$ cat src/design/drl_pkg.sv
// Shared types and opcodes for the dirty rectangle list.
`timescale 1ns / 1ps
package drl_pkg;

   localparam int OP_BITS = 3;

   typedef enum logic [OP_BITS-1:0] {
      OP_ADD   = 3'd0,
      OP_CLIP  = 3'd1,
      OP_SHIFT = 3'd2,
      OP_CLEAR = 3'd3,
      OP_UNION = 3'd4,
      OP_READ  = 3'd5,
      OP_NOP6  = 3'd6,
      OP_NOP7  = 3'd7
   } op_type;

   // Datapath commands issued by the controller
   typedef enum logic [2:0] {
      CMD_IDLE  = 3'd0,
      CMD_START = 3'd1,
      CMD_STEP  = 3'd2,
      CMD_FINAL = 3'd3,
      CMD_ZERO  = 3'd4,
      CMD_EMIT  = 3'd5
   } cmd_code_type;

   typedef struct packed {
      cmd_code_type code;
   } drl_cmd_type;

   typedef struct packed {
      logic scan_done;
      logic stop;
      logic zero_done;
      logic read_last;
      logic read_empty;
   } drl_status_type;

endpackage

$ cat src/design/drl_ctrl.sv
// Sequencer for the dirty rectangle list.
`timescale 1ns / 1ps
module drl_ctrl (
   input  logic                    clock,
   input  logic                    reset,
   input  logic                    req_valid,
   output logic                    req_ready,
   input  drl_pkg::op_type         req_op,
   input  logic                    rsp_space,
   output drl_pkg::drl_cmd_type    cmd,
   input  drl_pkg::drl_status_type status
);
   import drl_pkg::*;

   typedef enum logic [2:0] {
      ST_IDLE, ST_SCAN, ST_FINAL, ST_ZERO, ST_READ
   } state_type;

   state_type state_ff, state_in;
   op_type    op_ff, op_in;

   always_comb begin
      state_in  = state_ff;
      op_in     = op_ff;
      req_ready = 1'b0;
      cmd.code  = CMD_IDLE;
      unique case (state_ff)
         ST_IDLE: begin
            req_ready = 1'b1;
            if (req_valid) begin
               cmd.code = CMD_START;
               op_in    = req_op;
               state_in = (req_op == OP_READ) ? ST_READ : ST_SCAN;
            end
         end
         ST_SCAN: begin
            if (status.scan_done || status.stop) begin
               state_in = ST_FINAL;
            end else begin
               cmd.code = CMD_STEP;
            end
         end
         ST_FINAL: begin
            // hold until the result register is free
            if (rsp_space) begin
               cmd.code = CMD_FINAL;
               state_in = (op_ff == OP_CLIP) ? ST_ZERO : ST_IDLE;
            end
         end
         ST_ZERO: begin
            // sweep vacated slots, then report
            if (status.zero_done) begin
               if (rsp_space) begin
                  cmd.code = CMD_EMIT;
                  state_in = ST_IDLE;
               end
            end else begin
               cmd.code = CMD_ZERO;
            end
         end
         ST_READ: begin
            if (rsp_space) begin
               cmd.code = CMD_EMIT;
               if (status.read_last || status.read_empty) state_in = ST_IDLE;
            end
         end
         default: state_in = ST_IDLE;
      endcase
   end

   always_ff @(posedge clock) begin
      if (reset) begin
         state_ff <= ST_IDLE;
         op_ff    <= OP_ADD;
      end else begin
         state_ff <= state_in;
         op_ff    <= op_in;
      end
   end
endmodule

$ cat config.mk
export PLATFORM = sky130hd
export DESIGN_NAME = drl_ctrl
export DESIGN_NICKNAME = d
export VERILOG_FILES = /design/src/design/drl_pkg.sv /design/src/design/drl_ctrl.sv
export SDC_FILE = /design/constraint.sdc
export NUM_CORES = 1
export LEC_CHECK = 0
export ABC_AREA = 1
export BUFFER_PORTS_ARGS = -buffer_cell sky130_fd_sc_hd__buf_2
export CORE_AREA = 2 2 39 41
export DETAILED_ROUTE_END_ITERATION = 8
export DIE_AREA = 0 0 41 43
export GPL_ROUTABILITY_DRIVEN = 0
export GPL_TIMING_DRIVEN = 0
export PLACE_DENSITY = 0.66
export SYNTH_ARGS = -nofsm -noshare
export SYNTH_HDL_FRONTEND = slang
export SYNTH_SLANG_ARGS = --single-unit
$ cat constraint.sdc
create_clock -name clock -period 1.1 [get_ports clock]
set_input_delay 0 -clock clock [delete_from_list [all_inputs] [get_ports clock]]
set_output_delay 0 -clock clock [all_outputs]
set_load 0.05 [all_outputs]
# == Yosys cells after proc, flatten, opt, wreduce, memory -nomap -nowiden ==
# Cells that the tools add are included.
# totals
ff_bits,6
out_inout_bits,4
in_bits,12
elab_cells,37
# classes
n_reduce_logical,5
n_eq_ne,13
muxes,17
# op_table
operator,count
two-way mux 3 bit,10
case mux 3 bit (5 select lines),2
"inequality test 2 bit, second input constant",7
AND reduction 7 bit,1
"equality test 3 x 1 -> 1 bit, second input constant",2
"equality test 3 x 2 -> 1 bit, second input constant",2
"equality test 3 bit, second input constant",2
two-way mux 2 bit,3
zero test 3 bit,1
logical OR 1 bit,2
two-way mux 1 bit,2
AND reduction 2 bit,1

# == Depth between registers and ports, before layout ==
# Gate-level depths: netlist (run 1).
# depth
ltp_word,4
mapped_depth,9
ltp_nobuf,8

# == Least setup slack after synthesis (run 1) ==
# OpenSTA, ideal clock, no wires.
# synth_path
path_kind,register to output
startpoint,reg state_ff[1]
endpoint,out cmd[0] in the netlist's numbering
path_buffers,1
stages_incl_launch_ff,6
t_arrival_ns,1.462
setup_slack_ns,-0.362
required_ns,1.100
path_cell_list,dfxtp_1 > buf_6 > nand2_1 > nor2_1 > inv_1 > o2111ai_1
# synth_rtl
item,line_no,text
start: declaration,drl_ctrl.sv:19,"state_type state_ff, state_in;"
start signal: assignment,drl_ctrl.sv:76,state_ff <= state_in;
end: declaration,drl_ctrl.sv:10,"output drl_pkg::drl_cmd_type cmd,"

==> results.toml, run 1 <==
[timing]
fin_crit_sh_pct = 114
worst_slack_ns = -0.152
final_hold_viol_count = 0
finalSetupTns_ns = -0.769
fin_hold_ws_ns = 0.0430
slew_violations = 0
max_clock_freq_mhz = 799
worst_pin_slew_ns = 0.186
max-slew-margin-rel_pct = 87.6
setup_viol = 10
fin_crit_ns = 1.25
rsz0062_at_grt = "yes"
clock-skew-final_ns = 0.000139

[die]
start_util_pct = 31.1
core-area_sq_um = 1380
dieArea_sq_um = 1760
io_pins = 16
die_h_microns = 43
num_rows = 14
die_x_microns = 41

[clock_tree]
clock_latency_ns = 0.24
cts_tree = "done"
clkSinkCount = 6
cts.path.max_buffers = 2
cts_root_buf = "clkbuf_4"
cts.htree.levels = 1
cts_buffers = 3
cts.clk_slew.worst_paths_ns = 0.04

[place]
portBuffers = 15
dp.cells = 105
dp_slack_ns = -0.0955
dp_hpwl_microns = 831

[status]
violations = "setup timing"
outcome = "finished, violations left"

[routing]
met1Wirelength_microns = 503
drt.antenna.violating_nets = 0
route.met3.wl_microns = 67
dr_wl_met2_microns = 648
drc_errors = 0
vias = 561
top_layer = "met4"
viasPerCell = 4.79
drt_iter0_markers = 5
dr.pass1.iters = 4
routed_wl_mm = 1.22
wl_per_cell_microns = 10.5

[critical_path]
regToRegSetupSlack_ns = -0.08
end_kind = "primary output"
required_ns = 1.10
critPathKind = "flip-flop to primary output"
startpoint_type = "flip-flop"
r2r-start = "state_ff[2]$_SDFFE_PP0P_"
crit_fanout = 7
reg2reg_to = "state_ff[2]$_SDFFE_PP0P_"
r2r_cells = 7
arrival_ns = 1.25

[synthesis]
async_flop_share_pct = 0
synth.most_common_cell = "nor2_1"
synth_seq_cells = 6
synth_top_area_cell = "dfxtp_1"
ys_seq_area_share_pct = 27.9
synth_edf_count = 0
syn_area_per_cell_sq_um = 5.82
synth-main-ff-cell = "dfxtp_1"
netlist_area_sq_um = 430
ys_warn_count = 0
ys_types = 16
syn-instance-count = 74
synth_area_leaders = "dfxtp_1 28%, nand3_1 15%, nor2_1 15%, nand2_1 13%, inv_1 6.1%"
netlist.area_leader.share_pct = 27.9
synth_nets = 86
synthTopCellsByCount = "17 x nor2_1, 15 x nand2_1, 13 x nand3_1"

[global_route]
grt_max_degree = 9
antenna_found_initial = 0
grt_pass1_vias = 480
grt_util_all_layers_pct = 15.6
grt_pass1_wl_mm = 1.87
grt_overflow = 0

[final_layout]
drive_gt1_share_pct = 56.4
final_nets = 115
final_util_pct = 55.6
fill_cells = 133
n_antenna_cell = 0
syn2layout_area_growth_pct = 78.8
final_cells = 117

[hold_path]
whs_path_depth = 3
hp-class = "primary input to flip-flop"
hp-start = "req_op[0]"
hold_end = "op_ff[0]$_SDFFE_PP0P_"

[power]
pwr_density_cell_nw_per_um2 = 3380
power_leakage_nw = 0.369
ir_drop_mv = 2.00

[job]
drv_cap = 0
cell families (layout without fill, tap and decap cells):
logic type / after synthesis / in the layout / synth area share (%)
AOI/OAI and AO/OA: 7 / 7 / 9.59
DFF: 6 / 6 / 27.9
buffers and inverters: 11 / 38 / 12.2
and+or+nand+nor: 50 / 50 / 50.3
power breakdown:
group	total (mW)	switching, mW	internal [mW]	leakage (nW)
Combinational	2.00	1.13	0.871	0.304
Sequential	0.404	0.0777	0.326	0.0512
Clock	0.201	0.0781	0.123	0.0138
how the worst max path moves through the flow:
stage                                   from                        to  slack [ns]
CTS                 state_ff[1]$_SDFFE_PP0P_                    cmd[0]       -0.18
detailed placement  state_ff[0]$_SDFFE_PP0P_  state_ff[2]$_SDFFE_PP0P_        -0.1
finish              state_ff[2]$_SDFFE_PP0P_                    cmd[0]       -0.15
floorplan           state_ff[0]$_SDFFE_PP0P_                    cmd[0]       -0.08
global placement    state_ff[0]$_SDFFE_PP0P_  state_ff[1]$_SDFFE_PP0P_       -0.06
global route        state_ff[2]$_SDFFE_PP0P_                    cmd[0]       -0.21
area by class of cell:
type | count | area (sq um) | share of cell area (%)
tap | 16 | 20.0 | 2.60
multi-input combinational | 57 | 357 | 46.3
clock buffer | 3 | 22.5 | 2.93
timing repair buffer | 25 | 189 | 24.6
sequential | 6 | 129 | 16.7
buffer | 1 | 11.3 | 1.46
inverter | 9 | 41.3 | 5.37
timing repair:
item,in CTS,in global routing
buffers inserted,7,2
endpoints found under the hold margin,1,0
hold buffers,1,0
endpoints found under the setup margin,9,10
pin swaps,8,10
gates resized for setup,21,19
placed cells by master, fill, tap and decap left out, types with 2 or more instances in the layout:
cell type | netlist | final
a21oi_1 | 3 | 3
buf_2 | 0 | 11
buf_4 | 1 | 7
buf_6 | 1 | 6
clkbuf_4 | 0 | 3
dfxtp_1 | 6 | 3
dfxtp_4 | 0 | 2
inv_1 | 7 | 5
inv_2 | 2 | 2
nand2_1 | 15 | 11
nand2_2 | 1 | 3
nand2_4 | 0 | 2
nand3_1 | 13 | 8
nand3_2 | 0 | 5
nor2_1 | 17 | 11
nor2_2 | 2 | 4
nor2_4 | 0 | 4
o21ai_2 | 0 | 2
flip-flops by register name, summed over array words and instances, names as in the netlist:
register  cells
op_ff         3
state_ff      3
worst max-delay path, stage by stage, from the launching register on:
cell,delay (ns)
dfxtp_2,0.31
buf_6,0.13
nor2_2,0.17
nand3_2,0.11
o2111ai_2,0.11
buf_6,0.18
through the flow:
stage	instance area [sq um]	power (mW)
final	769	2.60
after global routing	769	2.79
after CTS	709	2.42
after detailed placement	559	1.68
after global placement	559	1.66
after floorplan	464	1.45
per-layer routing:
layer | GRT usage [%] | up-vias
met5 | 0 | -
met4 | 4.00 | 0
met3 | 6.28 | 2
met2 | 23.1 | 18
met1 | 20.4 | 248
li1 | - | 293
No activity file was read; power rests on OpenSTA's default activity.
==> run 2, diff against run 1 <==
--- a/config.mk
+++ b/config.mk
@@ -9,8 +9,8 @@
 export BUFFER_PORTS_ARGS = -buffer_cell sky130_fd_sc_hd__buf_2
-export CORE_AREA = 2 2 39 41
+export CORE_AREA = 4 4 41 43
 export DETAILED_ROUTE_END_ITERATION = 8
-export DIE_AREA = 0 0 41 43
+export DIE_AREA = 0 0 45 47
 export GPL_ROUTABILITY_DRIVEN = 0
 export GPL_TIMING_DRIVEN = 0
-export PLACE_DENSITY = 0.66
+export PLACE_DENSITY = 0.64
 export SYNTH_ARGS = -nofsm -noshare
==> constraint.sdc (replaced) <==
create_clock -name clock -period 1.6 [get_ports clock]
set_input_delay 0 -clock clock [delete_from_list [all_inputs] [get_ports clock]]
set_output_delay 0 -clock clock [all_outputs]
set_load 0.1 [all_outputs]
==> run 2 against run 1 <==
The flow now finishes without violations. Critical path depth unchanged. Clock skew grew 0.0012 ns. Count of clock-buffer cells in the layout unchanged. Register-to-register slack better by 0.50 ns. Wire length fell by 8.3%. Non-clock buffer count down 8. Flip-flop and latch count unchanged. Via count fell by 6.4%. Core utilization down 10 points. Global-route usage down 2.9 points. First-iteration DRC count increased to 3.2 times the previous value. Sequential share of layout area grew 3.7 points. Highest routed layer is now met3.
==> results.toml, run 2 (synthesized netlist as in run 1, its figures left out) <==
[die]
core-area_sq_um = 1300
io_pins = 16
die_x_microns = 45
num_rows = 13
dieArea_sq_um = 2120
start_util_pct = 33.1
die_h_microns = 47

[global_route]
met1_usage_pct = 14.0
grt.busiest_layer = "met2"
grt_use_met3_pct = 7.66
grt_overflow = 0
grt_pass1_wl_mm = 1.88
grt_pass1_vias = 449
grt_util_all_layers_pct = 12.7
grt_max_degree = 9
grt_util_met2_pct = 21.5
antenna_found_initial = 0

[timing]
max_clock_freq_mhz = 690
worst_pin_slew_ns = 0.485
fin_hold_ws_ns = 0.0564
fin_crit_ns = 1.45
finalSetupTns_ns = 0
max-slew-margin-rel_pct = 67.9
rsz0062_at_grt = "no"
clock-skew-final_ns = 0.00136
final_hold_viol_count = 0
slew_violations = 0
setup_viol = 0
fin_crit_sh_pct = 90.5

[status]
outcome = "finished, final reports clean"

[final_layout]
syn2layout_area_growth_pct = 36.6
final_common_cell = "nor2_1"
final_cell_mix = "17 x nor2_1, 15 x nand2_1, 13 x nand3_1, 12 x buf_2, 7 x inv_1"
reg_top3 = "op_ff x3, state_ff x3"
final_util_pct = 45.2
final_nets = 107
fill_cells = 148
n_antenna_cell = 0
drive_gt1_share_pct = 29.0

[routing]
viasPerCell = 4.86
routed_wl_mm = 1.12
drt.antenna.violating_nets = 0
dr.pass1.iters = 4
vias = 525
wl_per_cell_microns = 10.4
drt_iter0_markers = 16
drc_errors = 0

[clock_tree]
cts_buffers = 3
clock_latency_ns = 0.24
cts.clk_slew.worst_paths_ns = 0.04
cts_tree = "done"
cts_root_buf = "clkbuf_4"
clkSinkCount = 6
cts.htree.levels = 1
cts.path.max_buffers = 2
cts_setup_buffers = 0

[critical_path]
arrival_ns = 1.45
startpoint_type = "flip-flop"
required_ns = 1.60
end_kind = "primary output"
crit_fanout = 5
critPathKind = "flip-flop to primary output"

[place]
portBuffers = 15
dp_hpwl_microns = 892

[hold_path]
hp-class = "primary input to flip-flop"

[job]
drv_cap = 0
run 2: changes by cell type in the layout (fill, tap and decap cells not counted), sizes merged:
cell | before | now
buf | 25 | 16
clkbuf | 3 | 4
clkinv | 1 | 0
inv | 8 | 9
run 2: worst paths after layout:
check                                start                        to  slack, ns  depth (start not counted)
setup / recovery  state_ff[0]$_SDFFE_PP0P_                    cmd[2]       0.15                          5
hold reg to reg      op_ff[1]$_SDFFE_PP0P_     op_ff[1]$_SDFFE_PP0P_       0.46                          2
hold / removal                   req_op[1]     op_ff[1]$_SDFFE_PP0P_       0.06                          3
setup reg to reg  state_ff[0]$_SDFFE_PP0P_  state_ff[1]$_SDFFE_PP0P_       0.42                          7
run 2: final cells by class:
cell class                 instances  area (sq um)  share of cell area (%)
buffer                             2          18.8                    3.19
clock buffer                       3          22.5                    3.83
inverter                           9          33.8                    5.74
multi-input combinational         57           274                    46.6
sequential                         6           120                    20.4
tap                               15          18.8                    3.19
timing repair buffer              16           100                    17.0
run 2: timing repair:
action / in CTS / in global routing
setup endpoints to repair: 2 / 1
endpoints found under the hold margin: 1 / 0
pin swaps: 0 / 0
hold buffers: 1 / 0
resized for setup: 2 / 4
run 2: worst max-delay path, stage by stage (launching register included):
cell,delay (ns)
dfxtp_1,0.45
nand2_1,0.08
nor2_1,0.13
inv_1,0.09
a22oi_2,0.14
buf_4,0.31
run 2: metal layers:
metal / share of wire [%] / vias to the layer above
li1: - / 277
met3: 8.0 / 0
met5: 0 / -
met4: 0 / 0
met1: 43 / 230
met2: 49 / 18
run 2: per-stage QoR:
step	instance area, sq um	setup slack, ns	std cells
2_1_floorplan	442	-0.0225	74
3_3_place_gp	536	0.182	104
3_5_place_dp	536	0.166	104
4_1_cts	573	0.0194	108
5_1_grt	588	0.0237	108
6_report	588	0.152	108
Power of run 2 is left out: the tool's default activity adds up to more than one toggle a clock period on the data nets, which glitch-free logic cannot reach.
