`config.mk`:
```
export PLATFORM = sky130hd
export DESIGN_NAME = drl_dpath
export DESIGN_NICKNAME = d
export VERILOG_FILES = /design/src/design/drl_pkg.sv /design/src/design/drl_dpath.sv
export SDC_FILE = /design/constraint.sdc
export NUM_CORES = 2
export LEC_CHECK = 0
export BUFFER_PORTS_ARGS = -buffer_cell sky130_fd_sc_hd__clkbuf_2
export CAP_MARGIN = 15
export CORE_MARGIN = 3
export CORE_UTILIZATION = 55
export DETAILED_ROUTE_END_ITERATION = 6
export GPL_TIMING_DRIVEN = 0
export HOLD_SLACK_MARGIN = 0.02
export MAX_ROUTING_LAYER = met4
export PLACE_DENSITY = 0.75
export RECOVER_POWER = 100
export SLEW_MARGIN = 20
export SYNTH_ARGS = -nofsm -noshare
export SYNTH_HDL_FRONTEND = slang
export SYNTH_SLANG_ARGS = --single-unit
```
`constraint.sdc`:
```
create_clock -name clock -period 10.35 [get_ports clock]
set_input_delay 2.07 -clock clock [delete_from_list [all_inputs] [get_ports clock]]
set_output_delay 2.07 -clock clock [all_outputs]
set_load 0.01 [all_outputs]
```
`src/design/drl_pkg.sv`:
```
// Shared types and opcodes for the dirty rectangle list.
`timescale 1ns / 1ps
package drl_pkg;

   localparam int OP_BITS = 3;

   typedef enum logic [OP_BITS-1:0] {
      OP_ADD   = 3'd0,
      OP_CLIP  = 3'd1,
      OP_SHIFT = 3'd2,
      OP_CLEAR = 3'd3,
      OP_UNION = 3'd4,
      OP_READ  = 3'd5,
      OP_NOP6  = 3'd6,
      OP_NOP7  = 3'd7
   } op_type;

   // Datapath commands issued by the controller
   typedef enum logic [2:0] {
      CMD_IDLE  = 3'd0,
      CMD_START = 3'd1,
      CMD_STEP  = 3'd2,
      CMD_FINAL = 3'd3,
      CMD_ZERO  = 3'd4,
      CMD_EMIT  = 3'd5
   } cmd_code_type;

   typedef struct packed {
      cmd_code_type code;
   } drl_cmd_type;

   typedef struct packed {
      logic scan_done;
      logic stop;
      logic zero_done;
      logic read_last;
      logic read_empty;
   } drl_status_type;

endpackage

```
`src/design/drl_dpath.sv`:
```
// Rectangle store, scan unit and result register.
`timescale 1ns / 1ps
module drl_dpath #(
   parameter int MAX_RECTS  = 16,
   parameter int COORD_BITS = 16
) (
   input  logic                    clock,
   input  logic                    reset,
   input  drl_pkg::drl_cmd_type    cmd,
   output drl_pkg::drl_status_type status,
   input  drl_pkg::op_type         req_op,
   input  logic signed [15:0]      req_rect_left,
   input  logic signed [15:0]      req_rect_top,
   input  logic signed [15:0]      req_rect_right,
   input  logic signed [15:0]      req_rect_bottom,
   input  logic                    req_only_test,
   output logic                    rsp_valid,
   input  logic                    rsp_ready,
   output logic                    rsp_space,
   output logic signed [15:0]      rsp_out_left,
   output logic signed [15:0]      rsp_out_top,
   output logic signed [15:0]      rsp_out_right,
   output logic signed [15:0]      rsp_out_bottom,
   output logic                    rsp_hit,
   output logic [4:0]              rsp_entry_total,
   output logic                    rsp_overflow,
   output logic                    rsp_last
);
   import drl_pkg::*;

   localparam int IW = (MAX_RECTS > 1) ? $clog2(MAX_RECTS) : 1;
   localparam int CW = $clog2(MAX_RECTS + 2);
   localparam int CB = COORD_BITS;
   localparam logic [IW-1:0] LAST_IDX = IW'(MAX_RECTS - 1);
   localparam logic [CW-1:0] FULL    = CW'(MAX_RECTS);
   localparam logic signed [CB:0] HI = (CB+1)'((64'sd1 <<< (CB - 1)) - 1);
   localparam logic signed [CB:0] LO = -HI - 1;

   typedef struct packed {
      logic signed [CB-1:0] l, t, r, b;
   } box_type;

   // store
   box_type mem [MAX_RECTS];
   box_type rd_ff;

   logic [CW-1:0] count_ff, count_in;
   logic [CW-1:0] idx_ff, idx_in;
   logic [CW-1:0] kept_ff, kept_in;
   op_type        op_ff, op_in;
   box_type       arg_ff, arg_in;
   box_type       acc_ff, acc_in;
   logic          test_ff, test_in;
   logic          hit_ff, hit_in;
   logic          found_ff, found_in;
   logic          first_ff, first_in;

   logic          wr_en;
   logic [IW-1:0] wr_addr;
   box_type       wr_data;
   logic [IW-1:0] rd_addr;

   box_type o_box_ff, o_box_in;
   logic    o_valid_ff, o_valid_in, o_hit_ff, o_hit_in, o_ovf_ff, o_ovf_in, o_last_ff;
   logic    o_last_in;
   logic [4:0] o_tot_ff, o_tot_in;

   box_type meet, join_ab, shifted, fin_box;
   logic    meet_ok, e_empty, a_empty;

   function automatic logic emp(box_type x);
      return (x.r <= x.l) || (x.b <= x.t);
   endfunction

   function automatic logic signed [CB-1:0] sat(logic signed [CB-1:0] a,
                                                  logic signed [CB-1:0] d);
      logic signed [CB:0] s;
      s = (CB+1)'(a) + (CB+1)'(d);
      if (s > HI) return HI[CB-1:0];
      if (s < LO) return LO[CB-1:0];
      return s[CB-1:0];
   endfunction

   // Combine the entry read this cycle with the operand
   always_comb begin
      meet.l  = (rd_ff.l > arg_ff.l) ? rd_ff.l : arg_ff.l;
      meet.t  = (rd_ff.t > arg_ff.t) ? rd_ff.t : arg_ff.t;
      meet.r  = (rd_ff.r < arg_ff.r) ? rd_ff.r : arg_ff.r;
      meet.b  = (rd_ff.b < arg_ff.b) ? rd_ff.b : arg_ff.b;
      meet_ok = !emp(meet);
      e_empty = emp(rd_ff);
      a_empty = emp(arg_ff);
      if (e_empty && a_empty) join_ab = '0;
      else if (e_empty) join_ab = arg_ff;
      else if (a_empty) join_ab = rd_ff;
      else begin
         join_ab.l = (rd_ff.l < arg_ff.l) ? rd_ff.l : arg_ff.l;
         join_ab.t = (rd_ff.t < arg_ff.t) ? rd_ff.t : arg_ff.t;
         join_ab.r = (rd_ff.r > arg_ff.r) ? rd_ff.r : arg_ff.r;
         join_ab.b = (rd_ff.b > arg_ff.b) ? rd_ff.b : arg_ff.b;
      end
      shifted.l = sat(rd_ff.l, arg_ff.l);
      shifted.r = sat(rd_ff.r, arg_ff.l);
      shifted.t = sat(rd_ff.t, arg_ff.t);
      shifted.b = sat(rd_ff.b, arg_ff.t);
   end

   // union of accumulator with entry (entry first per model)
   box_type uni;
   logic    u_acc_empty;
   always_comb begin
      u_acc_empty = emp(acc_ff);
      if (e_empty && u_acc_empty) uni = '0;
      else if (e_empty) uni = acc_ff;
      else if (u_acc_empty) uni = rd_ff;
      else begin
         uni.l = (rd_ff.l < acc_ff.l) ? rd_ff.l : acc_ff.l;
         uni.t = (rd_ff.t < acc_ff.t) ? rd_ff.t : acc_ff.t;
         uni.r = (rd_ff.r > acc_ff.r) ? rd_ff.r : acc_ff.r;
         uni.b = (rd_ff.b > acc_ff.b) ? rd_ff.b : acc_ff.b;
      end
   end

   assign rsp_space = !o_valid_ff || rsp_ready;

   // entry of the current scan step: rd_ff holds entry idx_ff-1 (first_ff clear)
   logic [CW-1:0] cur_idx;
   assign cur_idx = idx_ff - CW'(1);

   always_comb begin
      status.scan_done  = !first_ff && (idx_ff > count_ff);
      status.stop       = found_ff;
      status.zero_done  = (idx_ff >= count_ff);
      status.read_last  = (idx_ff + CW'(1) >= count_ff);
      status.read_empty = (count_ff == '0);
   end

   always_comb begin
      count_in   = count_ff;
      idx_in     = idx_ff;
      kept_in    = kept_ff;
      op_in      = op_ff;
      arg_in     = arg_ff;
      acc_in     = acc_ff;
      test_in    = test_ff;
      hit_in     = hit_ff;
      found_in   = found_ff;
      first_in   = first_ff;
      wr_en      = 1'b0;
      wr_addr    = '0;
      wr_data    = '0;
      rd_addr    = idx_ff[IW-1:0];
      o_valid_in = o_valid_ff && !rsp_ready;
      o_box_in   = o_box_ff;
      o_hit_in   = o_hit_ff;
      o_ovf_in   = o_ovf_ff;
      o_last_in  = o_last_ff;
      o_tot_in   = o_tot_ff;
      fin_box    = '0;
      if (idx_ff >= FULL) rd_addr = LAST_IDX;

      unique case (cmd.code)
         CMD_START: begin
            op_in    = req_op;
            arg_in   = box_type'({CB'(req_rect_left), CB'(req_rect_top),
                                  CB'(req_rect_right), CB'(req_rect_bottom)});
            test_in  = req_only_test;
            acc_in   = '0;
            hit_in   = 1'b0;
            found_in = 1'b0;
            first_in = 1'b1;
            idx_in   = '0;
            kept_in  = '0;
            rd_addr  = '0;
            if (req_op == OP_READ) first_in = 1'b0;
         end
         CMD_STEP: begin
            // read entry idx_ff; it is in rd_ff next cycle as entry idx_in-1
            first_in = 1'b0;
            idx_in   = idx_ff + CW'(1);
            rd_addr  = (idx_ff >= FULL) ? LAST_IDX : idx_ff[IW-1:0];
            if (!first_ff && cur_idx < count_ff) begin
               unique case (op_ff)
                  OP_ADD: if (meet_ok) begin
                     found_in = 1'b1;
                     acc_in   = join_ab;
                     wr_en    = 1'b1;
                     wr_addr  = cur_idx[IW-1:0];
                     wr_data  = join_ab;
                  end
                  OP_CLIP: if (meet_ok) begin
                     hit_in = 1'b1;
                     if (test_ff) found_in = 1'b1;
                     else begin
                        wr_en   = 1'b1;
                        wr_addr = kept_ff[IW-1:0];
                        wr_data = meet;
                        kept_in = kept_ff + CW'(1);
                     end
                  end
                  OP_SHIFT: begin
                     wr_en   = 1'b1;
                     wr_addr = cur_idx[IW-1:0];
                     wr_data = shifted;
                  end
                  OP_UNION: acc_in = uni;
                  default: ;
               endcase
            end
         end
         CMD_FINAL: begin
            o_hit_in  = 1'b0;
            o_ovf_in  = 1'b0;
            o_last_in = 1'b1;
            unique case (op_ff)
               OP_ADD: begin
                  if (found_ff) begin
                     fin_box  = acc_ff;
                     o_hit_in = 1'b1;
                  end else if (count_ff < FULL) begin
                     fin_box  = arg_ff;
                     wr_en    = 1'b1;
                     wr_addr  = count_ff[IW-1:0];
                     wr_data  = arg_ff;
                     count_in = count_ff + CW'(1);
                  end else begin
                     // list full: last entry was read last in the scan
                     fin_box  = join_ab;
                     wr_en    = 1'b1;
                     wr_addr  = LAST_IDX;
                     wr_data  = join_ab;
                     o_ovf_in = 1'b1;
                  end
               end
               OP_UNION: fin_box = acc_ff;
               OP_CLEAR: count_in = '0;
               default: fin_box = '0;
            endcase
            o_box_in   = fin_box;
            if (op_ff == OP_CLIP) begin
               // prepare zero sweep from kept onwards
               idx_in = count_ff;
               if (!test_ff && count_ff != '0) begin
                  idx_in  = kept_ff;
                  hit_in  = kept_ff != '0;
               end
            end else begin
               o_valid_in = 1'b1;
               o_tot_in   = 5'(count_in);
            end
            if (op_ff == OP_CLEAR) begin
               idx_in = '0;
            end
         end
         CMD_ZERO: begin
            wr_en   = 1'b1;
            wr_addr = idx_ff[IW-1:0];
            wr_data = '0;
            idx_in  = idx_ff + CW'(1);
         end
         CMD_EMIT: begin
            o_valid_in = 1'b1;
            o_hit_in   = 1'b0;
            o_ovf_in   = 1'b0;
            if (op_ff == OP_CLIP) begin
               o_box_in  = '0;
               o_hit_in  = hit_ff;
               o_last_in = 1'b1;
               if (!test_ff && count_ff != '0) count_in = kept_ff;
               o_tot_in  = 5'(count_in);
            end else begin
               // read out: rd_ff holds entry idx_ff
               o_box_in  = (count_ff == '0) ? box_type'('0) : rd_ff;
               o_last_in = status.read_last || status.read_empty;
               o_tot_in  = 5'(count_ff);
               idx_in    = idx_ff + CW'(1);
               rd_addr   = (idx_ff + CW'(1) >= FULL) ? LAST_IDX
                                                     : idx_ff[IW-1:0] + IW'(1);
            end
         end
         default: ;
      endcase
   end

   // Write the store and register the read, forwarding a same-address write
   always_ff @(posedge clock) begin
      if (wr_en) mem[wr_addr] <= wr_data;
      if (wr_en && wr_addr == rd_addr) rd_ff <= wr_data;
      else rd_ff <= mem[rd_addr];
   end

   always_ff @(posedge clock) begin
      if (reset) begin
         count_ff   <= '0;
         o_valid_ff <= 1'b0;
         first_ff   <= 1'b0;
         found_ff   <= 1'b0;
         idx_ff     <= '0;
         kept_ff    <= '0;
         op_ff      <= OP_ADD;
         hit_ff     <= 1'b0;
         test_ff    <= 1'b0;
      end else begin
         count_ff   <= count_in;
         o_valid_ff <= o_valid_in;
         first_ff   <= first_in;
         found_ff   <= found_in;
         idx_ff     <= idx_in;
         kept_ff    <= kept_in;
         op_ff      <= op_in;
         hit_ff     <= hit_in;
         test_ff    <= test_in;
      end
   end

   always_ff @(posedge clock) begin
      arg_ff    <= arg_in;
      acc_ff    <= acc_in;
      o_box_ff  <= o_box_in;
      o_hit_ff  <= o_hit_in;
      o_ovf_ff  <= o_ovf_in;
      o_last_ff <= o_last_in;
      o_tot_ff  <= o_tot_in;
   end

   assign rsp_valid       = o_valid_ff;
   assign rsp_out_left    = 16'(o_box_ff.l);
   assign rsp_out_top     = 16'(o_box_ff.t);
   assign rsp_out_right   = 16'(o_box_ff.r);
   assign rsp_out_bottom  = 16'(o_box_ff.b);
   assign rsp_hit         = o_hit_ff;
   assign rsp_entry_total = o_tot_ff;
   assign rsp_overflow    = o_ovf_ff;
   assign rsp_last        = o_last_ff;
endmodule

```
Word level (Yosys, flattened, before mapping)
Memory sizes are Yosys's and may differ from the RTL's. A register that Yosys moved wholly into a read port is not among the register bits.
Cells that the tools add are included.

word-level totals
  flip-flop bits (word level) = 223
  memory bits (writable) = 1024
  output and inout port bits = 79
  word-level logic and storage cells = 262
  memories kept = 1

operators by class
  add/subtract/negate cells = 9
  order comparisons = 35
  eq/ne operators = 29
  multiplexer cells = 129
  reductions and logical operators = 34

memories
  name  words  width  rd ports  clocked after Yosys merged registers in  wr ports  line             text
  mem   16     64     1         1                                        1         drl_dpath.sv:44  box_type mem [MAX_RECTS];

operator list
  cell                                                                     number
  64-bit two-way mux                                                       18
  64-bit one-hot mux with 2 select lines                                   5
  16-bit two-way mux                                                       28
  64-bit one-hot mux with 3 select lines                                   1
  16-bit less-or-equal comparator                                          8
  16-bit > comparator                                                      6
  16-bit < comparator                                                      6
  16-bit by 16-bit adder with 17-bit output                                4
  17-bit by 16-bit > comparator with 1-bit output (second input constant)  4
  17-bit by 16-bit < comparator with 1-bit output (second input constant)  4
  5-bit two-way mux                                                        12
  4-bit two-way mux                                                        10
  5-bit one-hot mux with 2 select lines                                    4
  1-bit two-way mux                                                        37
  6-bit AND reduction                                                      6
  4-bit one-hot mux with 3 select lines                                    2
  5-bit != test (second input constant)                                    4
  5-bit one-hot mux with 4 select lines                                    1
  3-bit != test (second input constant)                                    6
  2-bit != test (second input constant)                                    8
  5-bit by 1-bit adder with 5-bit output (second input constant)           3
  1-bit one-hot mux with 2 select lines                                    7
  3-bit by 2-bit == test with 1-bit output (second input constant)         4
  3-bit == test (second input constant)                                    4
  other kinds (24)                                                         44

Depth between registers and ports, before layout
  depth in word-level cells = 10
  gate-level depth with buffers = 34

Least setup slack after synthesis
OpenSTA, ideal clock, no wires.

  path type = register -> register
  start = register with a tool-made name
  end = memory mem[0][0] (netlist name), enable pin
  setup time = 0.486 ns
  arrival time = 9.794 ns
  data required time = 9.864 ns
  path slack = 0.069 ns
  stages on the path, launching flop included = 30
  path through = dfxtp_1 > buf_6 > buf_6 > buf_6 > buf_4 > buf_2 > mux4_2 > mux4_2 > ha_1 > and3_1 > a221oi_1 > o21ai_1 > a311oi_2 > mux2i_1 > o21bai_2 > buf_2 > clkbuf_1 > a21oi_1 > ha_1 > a21o_1 > a2111oi_0 > o31ai_1 > o31a_1 > o211a_1 > buf_2 > nand2_1 > a21oi_1 > a221o_1 > or2_2 > nor2_1

RTL lines
  what           line
  end, declared  drl_dpath.sv:44

==> results by stage <==
Pwr:
- The total power is 12900 uW.
- The worst-case IR drop observed on VDD is 0.145 mV.
- The power density over the cells is 185 mW/mm2.
- The leakage power of the design is 0.0249 uW.

Run status:
- The flow ran to the end, but the final reports show violations.
- The final reports fail on DRC, capacitance limit, slew limit.

Setup path:
- On the critical path, the stage with the largest delay is an instance of sky130_fd_sc_hd__mux4_2.
- On the worst path, the slowest cell contributes a delay of 740 ps.
- The worst setup path is captured at a register.
- The highest fanout seen on the critical path is 16.
- Grouping stages by cell kind, the critical path spends the most delay in compound AO/OA/AOI/OAI gates.
- The worst setup slack for register-to-register paths is 90 ps.
- The critical path startpoint category is a register.
- Together, buffers and inverters on the worst path number 7.
- The critical path arrival is 10700 ps.
- The cell occurring most often along the worst timing path is sky130_fd_sc_hd__buf_2.
- The critical path start-end classification is reg2reg.
- STA puts the critical path data required time at 10790 ps.

Drt:
- The violation count after the first detailed-routing iteration is 6636.
- The first TritonRoute pass finished after 7 iterations.
- Dividing the detail-routed wire length by the instance count gives 34.8 um.
- The remaining routing DRC violations is 7.
- For this block, the routed nets add up to 205000 um of wire.
- Using the TritonRoute via totals, the vias-per-cell ratio works out to 7.00.
- The final route contains 41200 vias.
- Once detail routing completed, the nets flagged for antenna violations numbered 0.

Layout:
- The post-synthesis to final-layout area growth is 14.5%.
- Leaving out filler cells and counting taps, the final layout contains 5885.
- The fraction of final layout cells with drive strength greater than 1 is 0.206.
- At the end of the flow, the number of nets in the layout was 4719.

Clocking:
- The number of buffers added by the clock tree synthesis step is 118.
- The later pin in the worst-skew pair is clocked with a latency of 770 ps.
- Clock tree synthesis selected as its root buffer the cell sky130_fd_sc_hd__clkbuf_16.
- No sink is reached through more buffers than the 3 on the longest clock path.
- The count of H-tree levels built during CTS is 3.
- TritonCTS built the clock tree.
- The clock-pin slew on the worst setup and hold paths is 60 ps.
- For this design, the sink count on the clock tree is 1251.

Logic synthesis:
- The post-synthesis cell count is 3916.
- Counting flops with a built-in enable in the synthesized netlist gives 1224.
- The post-synthesis cell type count is 106.
- By area the synthesized netlist is led by sky130_fd_sc_hd__edfxtp_1 (60%), sky130_fd_sc_hd__mux4_2 (12%), sky130_fd_sc_hd__ha_1 (7.0%).
- When the netlist entered floorplanning its net count stood at 4333.
- In this run the cell area of the synthesized design comes to 0.0609 mm2.
- Yosys printed 0 warnings.
- In the post-synthesis netlist, the cell with the most instances is sky130_fd_sc_hd__edfxtp_1.
- The cell taking the most area after synthesis is sky130_fd_sc_hd__edfxtp_1.
- The post-synthesis sequential element count is 1251.
- The share of flip-flops with an asynchronous set or reset after synthesis is 0.
- Of the post-synthesis cell area, the dominant cell type holds 0.603.
- In the synthesized netlist the dominant register cell turns out to be sky130_fd_sc_hd__edfxtp_1.
- The fraction of the yosys area taken by sequential cells is 0.612.
- A synthesized cell averages 15.6 um2.
- Ranked by instance count, the synthesized netlist is headed by sky130_fd_sc_hd__edfxtp_1 (1224), sky130_fd_sc_hd__ha_1 (339), sky130_fd_sc_hd__mux4_2 (320), sky130_fd_sc_hd__inv_1 (254), sky130_fd_sc_hd__a21oi_1 (189).

GRT:
- The number of global-route vias before repair is 40600.
- The global-route wire length before repair is 291000 um.
- The number of antenna violations at the first check in global routing is 3.
- Entering global routing, the biggest net connects 46 pins.
- The global-route usage over all layers is 0.364.
- Global routing finished with a remaining overflow of 0.

STA:
- Static timing analysis puts the maximum clock frequency at 0.0974 GHz.
- The actual slew at the worst max-slew pin is 2970 ps.
- The count of endpoints failing hold in the final timing report is 0.
- For the finished layout, the period the worst path requires is 10260 ps.
- The number of slew-limit violations in the final report is 151.
- Across the routed clock network, the largest skew measured is 58.2 ps.
- The worst slew margin relative to its limit is -0.977.
- Dividing the final minimum period by the clock period gives 0.992.
- Setup violations remaining at the end of the flow were counted as 0.

Die:
- The die is 339 um tall.
- After floorplanning, the core was divided into 121 placement rows.
- The placeable core area is 0.109 mm2.
- The I/O pin total is 153.
- The starting density of the core is 0.557.
- The floorplan step set the die width to 339 um.
- The full die area is 0.115 mm2.

Hold path:
- The min-delay analysis places its worst path in the category reg2reg.

Placed design:
- The count of input and output buffers is 151.
- At the end of routability-driven placement, the weighted congestion stood at 0.991.
- After detailed placement, the design holds a cell count of 5629.
- After legalization and detailed placement, the total HPWL measured 133000 um.

Job:
- The total of max-cap violations is 4.
==> power breakdown <==
group          leakage [uW]  internal [uW]  switching (uW)
sequential           0.0117           5670            96.1
clock               0.00196           2550            2030
combinational        0.0113            957            1620
==> kinds of logic (layout without fill, tap and decap cells) <==
logic type | count (synthesis) | after routing | share of synthesized area
AND/OR/NAND/NOR | 625 | 625 | 0.0510
adder cells (fa/ha/maj) | 343 | 343 | 0.0709
flip-flops | 1251 | 1251 | 0.612
multiplexers | 393 | 393 | 0.131
XOR/XNOR | 57 | 57 | 0.00819
buffers and inverters | 421 | 912 | 0.0303
AO/OA/AOI/OAI | 826 | 826 | 0.0966
other | 0 | 2 | 0
==> timing repair <==
| action | in CTS | in global routing |
|---|---|---|
| resized for setup | 45 | 21 |
| hold buffers | 0 | 0 |
| setup endpoints to repair | 2103 | 1541 |
| setup buffers | 15 | 10 |
| endpoints found under the hold margin | 0 | 0 |
| pin swaps | 9 | 2 |
==> metal layers <==
layer / share of wire / wire length, um / track usage
met2: 0.46 / 93900 / 0.549
met4: 0.064 / 13000 / 0.191
met1: 0.35 / 71500 / 0.464
met5: 0 / 0 / -
met3: 0.13 / 26400 / 0.0839
==> state kept, by name, summed over array words and instances (netlist names), named ones only <==
| register | flops |
|---|---|
| found_ff | 1 |
| hit_ff | 1 |
| acc_ff | 64 |
| rsp_out_bottom | 16 |
| rsp_entry_total | 5 |
| rsp_hit | 1 |
| test_ff | 1 |
| rsp_out_right | 16 |
| mem | 1024 |
| count_ff | 5 |
| kept_ff | 5 |
| rsp_overflow | 1 |
| arg_ff | 64 |
| idx_ff | 5 |
| rsp_last | 1 |
| rsp_out_top | 16 |
| rsp_out_left | 16 |
| first_ff | 1 |
| rsp_valid | 1 |
| op_ff | 3 |
==> worst paths after layout <==
kind | from | end | cells past startpoint
hold / removal | hit_ff | hit_ff | 2
setup / recovery | register | mem[10][46] | 26
setup reg to reg | register | mem[10][46] | 26
hold reg to reg | hit_ff | hit_ff | 2
==> area by class of cell <==
cell class	count	area [um2]
clock inverters	80	906
fillers	7610	39700
repair buffers	268	2630
flip-flops and latches	1251	37300
well taps	1476	1850
diodes	2	5.00
plain buffers	160	913
multi-input cells	2244	22100
inverters	259	972
clock buffers	145	3120
==> placed cells by master, fill, tap and decap left out, types with 21 or more instances in the layout <==
cell / netlist / layout
sky130_fd_sc_hd__o21ai_0: 123 / 120
sky130_fd_sc_hd__dfxtp_1: 27 / 27
sky130_fd_sc_hd__clkinv_2: 0 / 30
sky130_fd_sc_hd__a222oi_1: 50 / 50
sky130_fd_sc_hd__mux2_2: 27 / 26
sky130_fd_sc_hd__clkbuf_1: 75 / 178
sky130_fd_sc_hd__edfxtp_1: 1224 / 1224
sky130_fd_sc_hd__xnor2_1: 33 / 33
sky130_fd_sc_hd__a21oi_1: 189 / 191
sky130_fd_sc_hd__xor2_1: 24 / 24
sky130_fd_sc_hd__a22o_1: 65 / 65
sky130_fd_sc_hd__buf_4: 18 / 47
sky130_fd_sc_hd__mux2i_1: 46 / 44
sky130_fd_sc_hd__buf_6: 15 / 21
sky130_fd_sc_hd__clkbuf_16: 0 / 120
sky130_fd_sc_hd__ha_1: 339 / 339
sky130_fd_sc_hd__nand3_1: 30 / 30
sky130_fd_sc_hd__buf_2: 46 / 42
sky130_fd_sc_hd__a21o_1: 65 / 65
sky130_fd_sc_hd__a22oi_1: 60 / 60
sky130_fd_sc_hd__nor2b_1: 31 / 31
sky130_fd_sc_hd__nand4_1: 49 / 49
sky130_fd_sc_hd__o211ai_1: 25 / 25
sky130_fd_sc_hd__clkbuf_2: 0 / 75
sky130_fd_sc_hd__mux4_2: 320 / 320
sky130_fd_sc_hd__nor3_1: 44 / 43
sky130_fd_sc_hd__buf_12: 1 / 41
sky130_fd_sc_hd__nand2_1: 171 / 173
sky130_fd_sc_hd__inv_1: 254 / 254
sky130_fd_sc_hd__o221ai_2: 0 / 21
sky130_fd_sc_hd__nor2_1: 169 / 156
sky130_fd_sc_hd__nand2b_1: 34 / 34
sky130_fd_sc_hd__buf_16: 0 / 30
==> worst min-delay path, stage by stage (launching register included) <==
cell,delay [ps]
sky130_fd_sc_hd__dfxtp_1,340
sky130_fd_sc_hd__mux2i_1,70
sky130_fd_sc_hd__nor2_1,70
==> stage by stage <==
| stage | cell area, um2 | setup WS [ps] | utilization | setup TNS, ps | hold slack (ps) |
|---|---|---|---|---|---|
| after floorplan | 60900 | 69.5 | - | 0 | 460 |
| after global placement | 63500 | -6490 | 0.580 | -7209840 | 480 |
| after detailed placement | 65500 | -1320 | 0.598 | -1445540 | 499 |
| after CTS | 69800 | 2.59 | 0.638 | 0 | 515 |
| after global routing | 69800 | -24.1 | 0.637 | -146 | 563 |
| final | 69800 | 87.1 | 0.637 | 0 | 523 |
No activity file was read; power rests on OpenSTA's default activity.
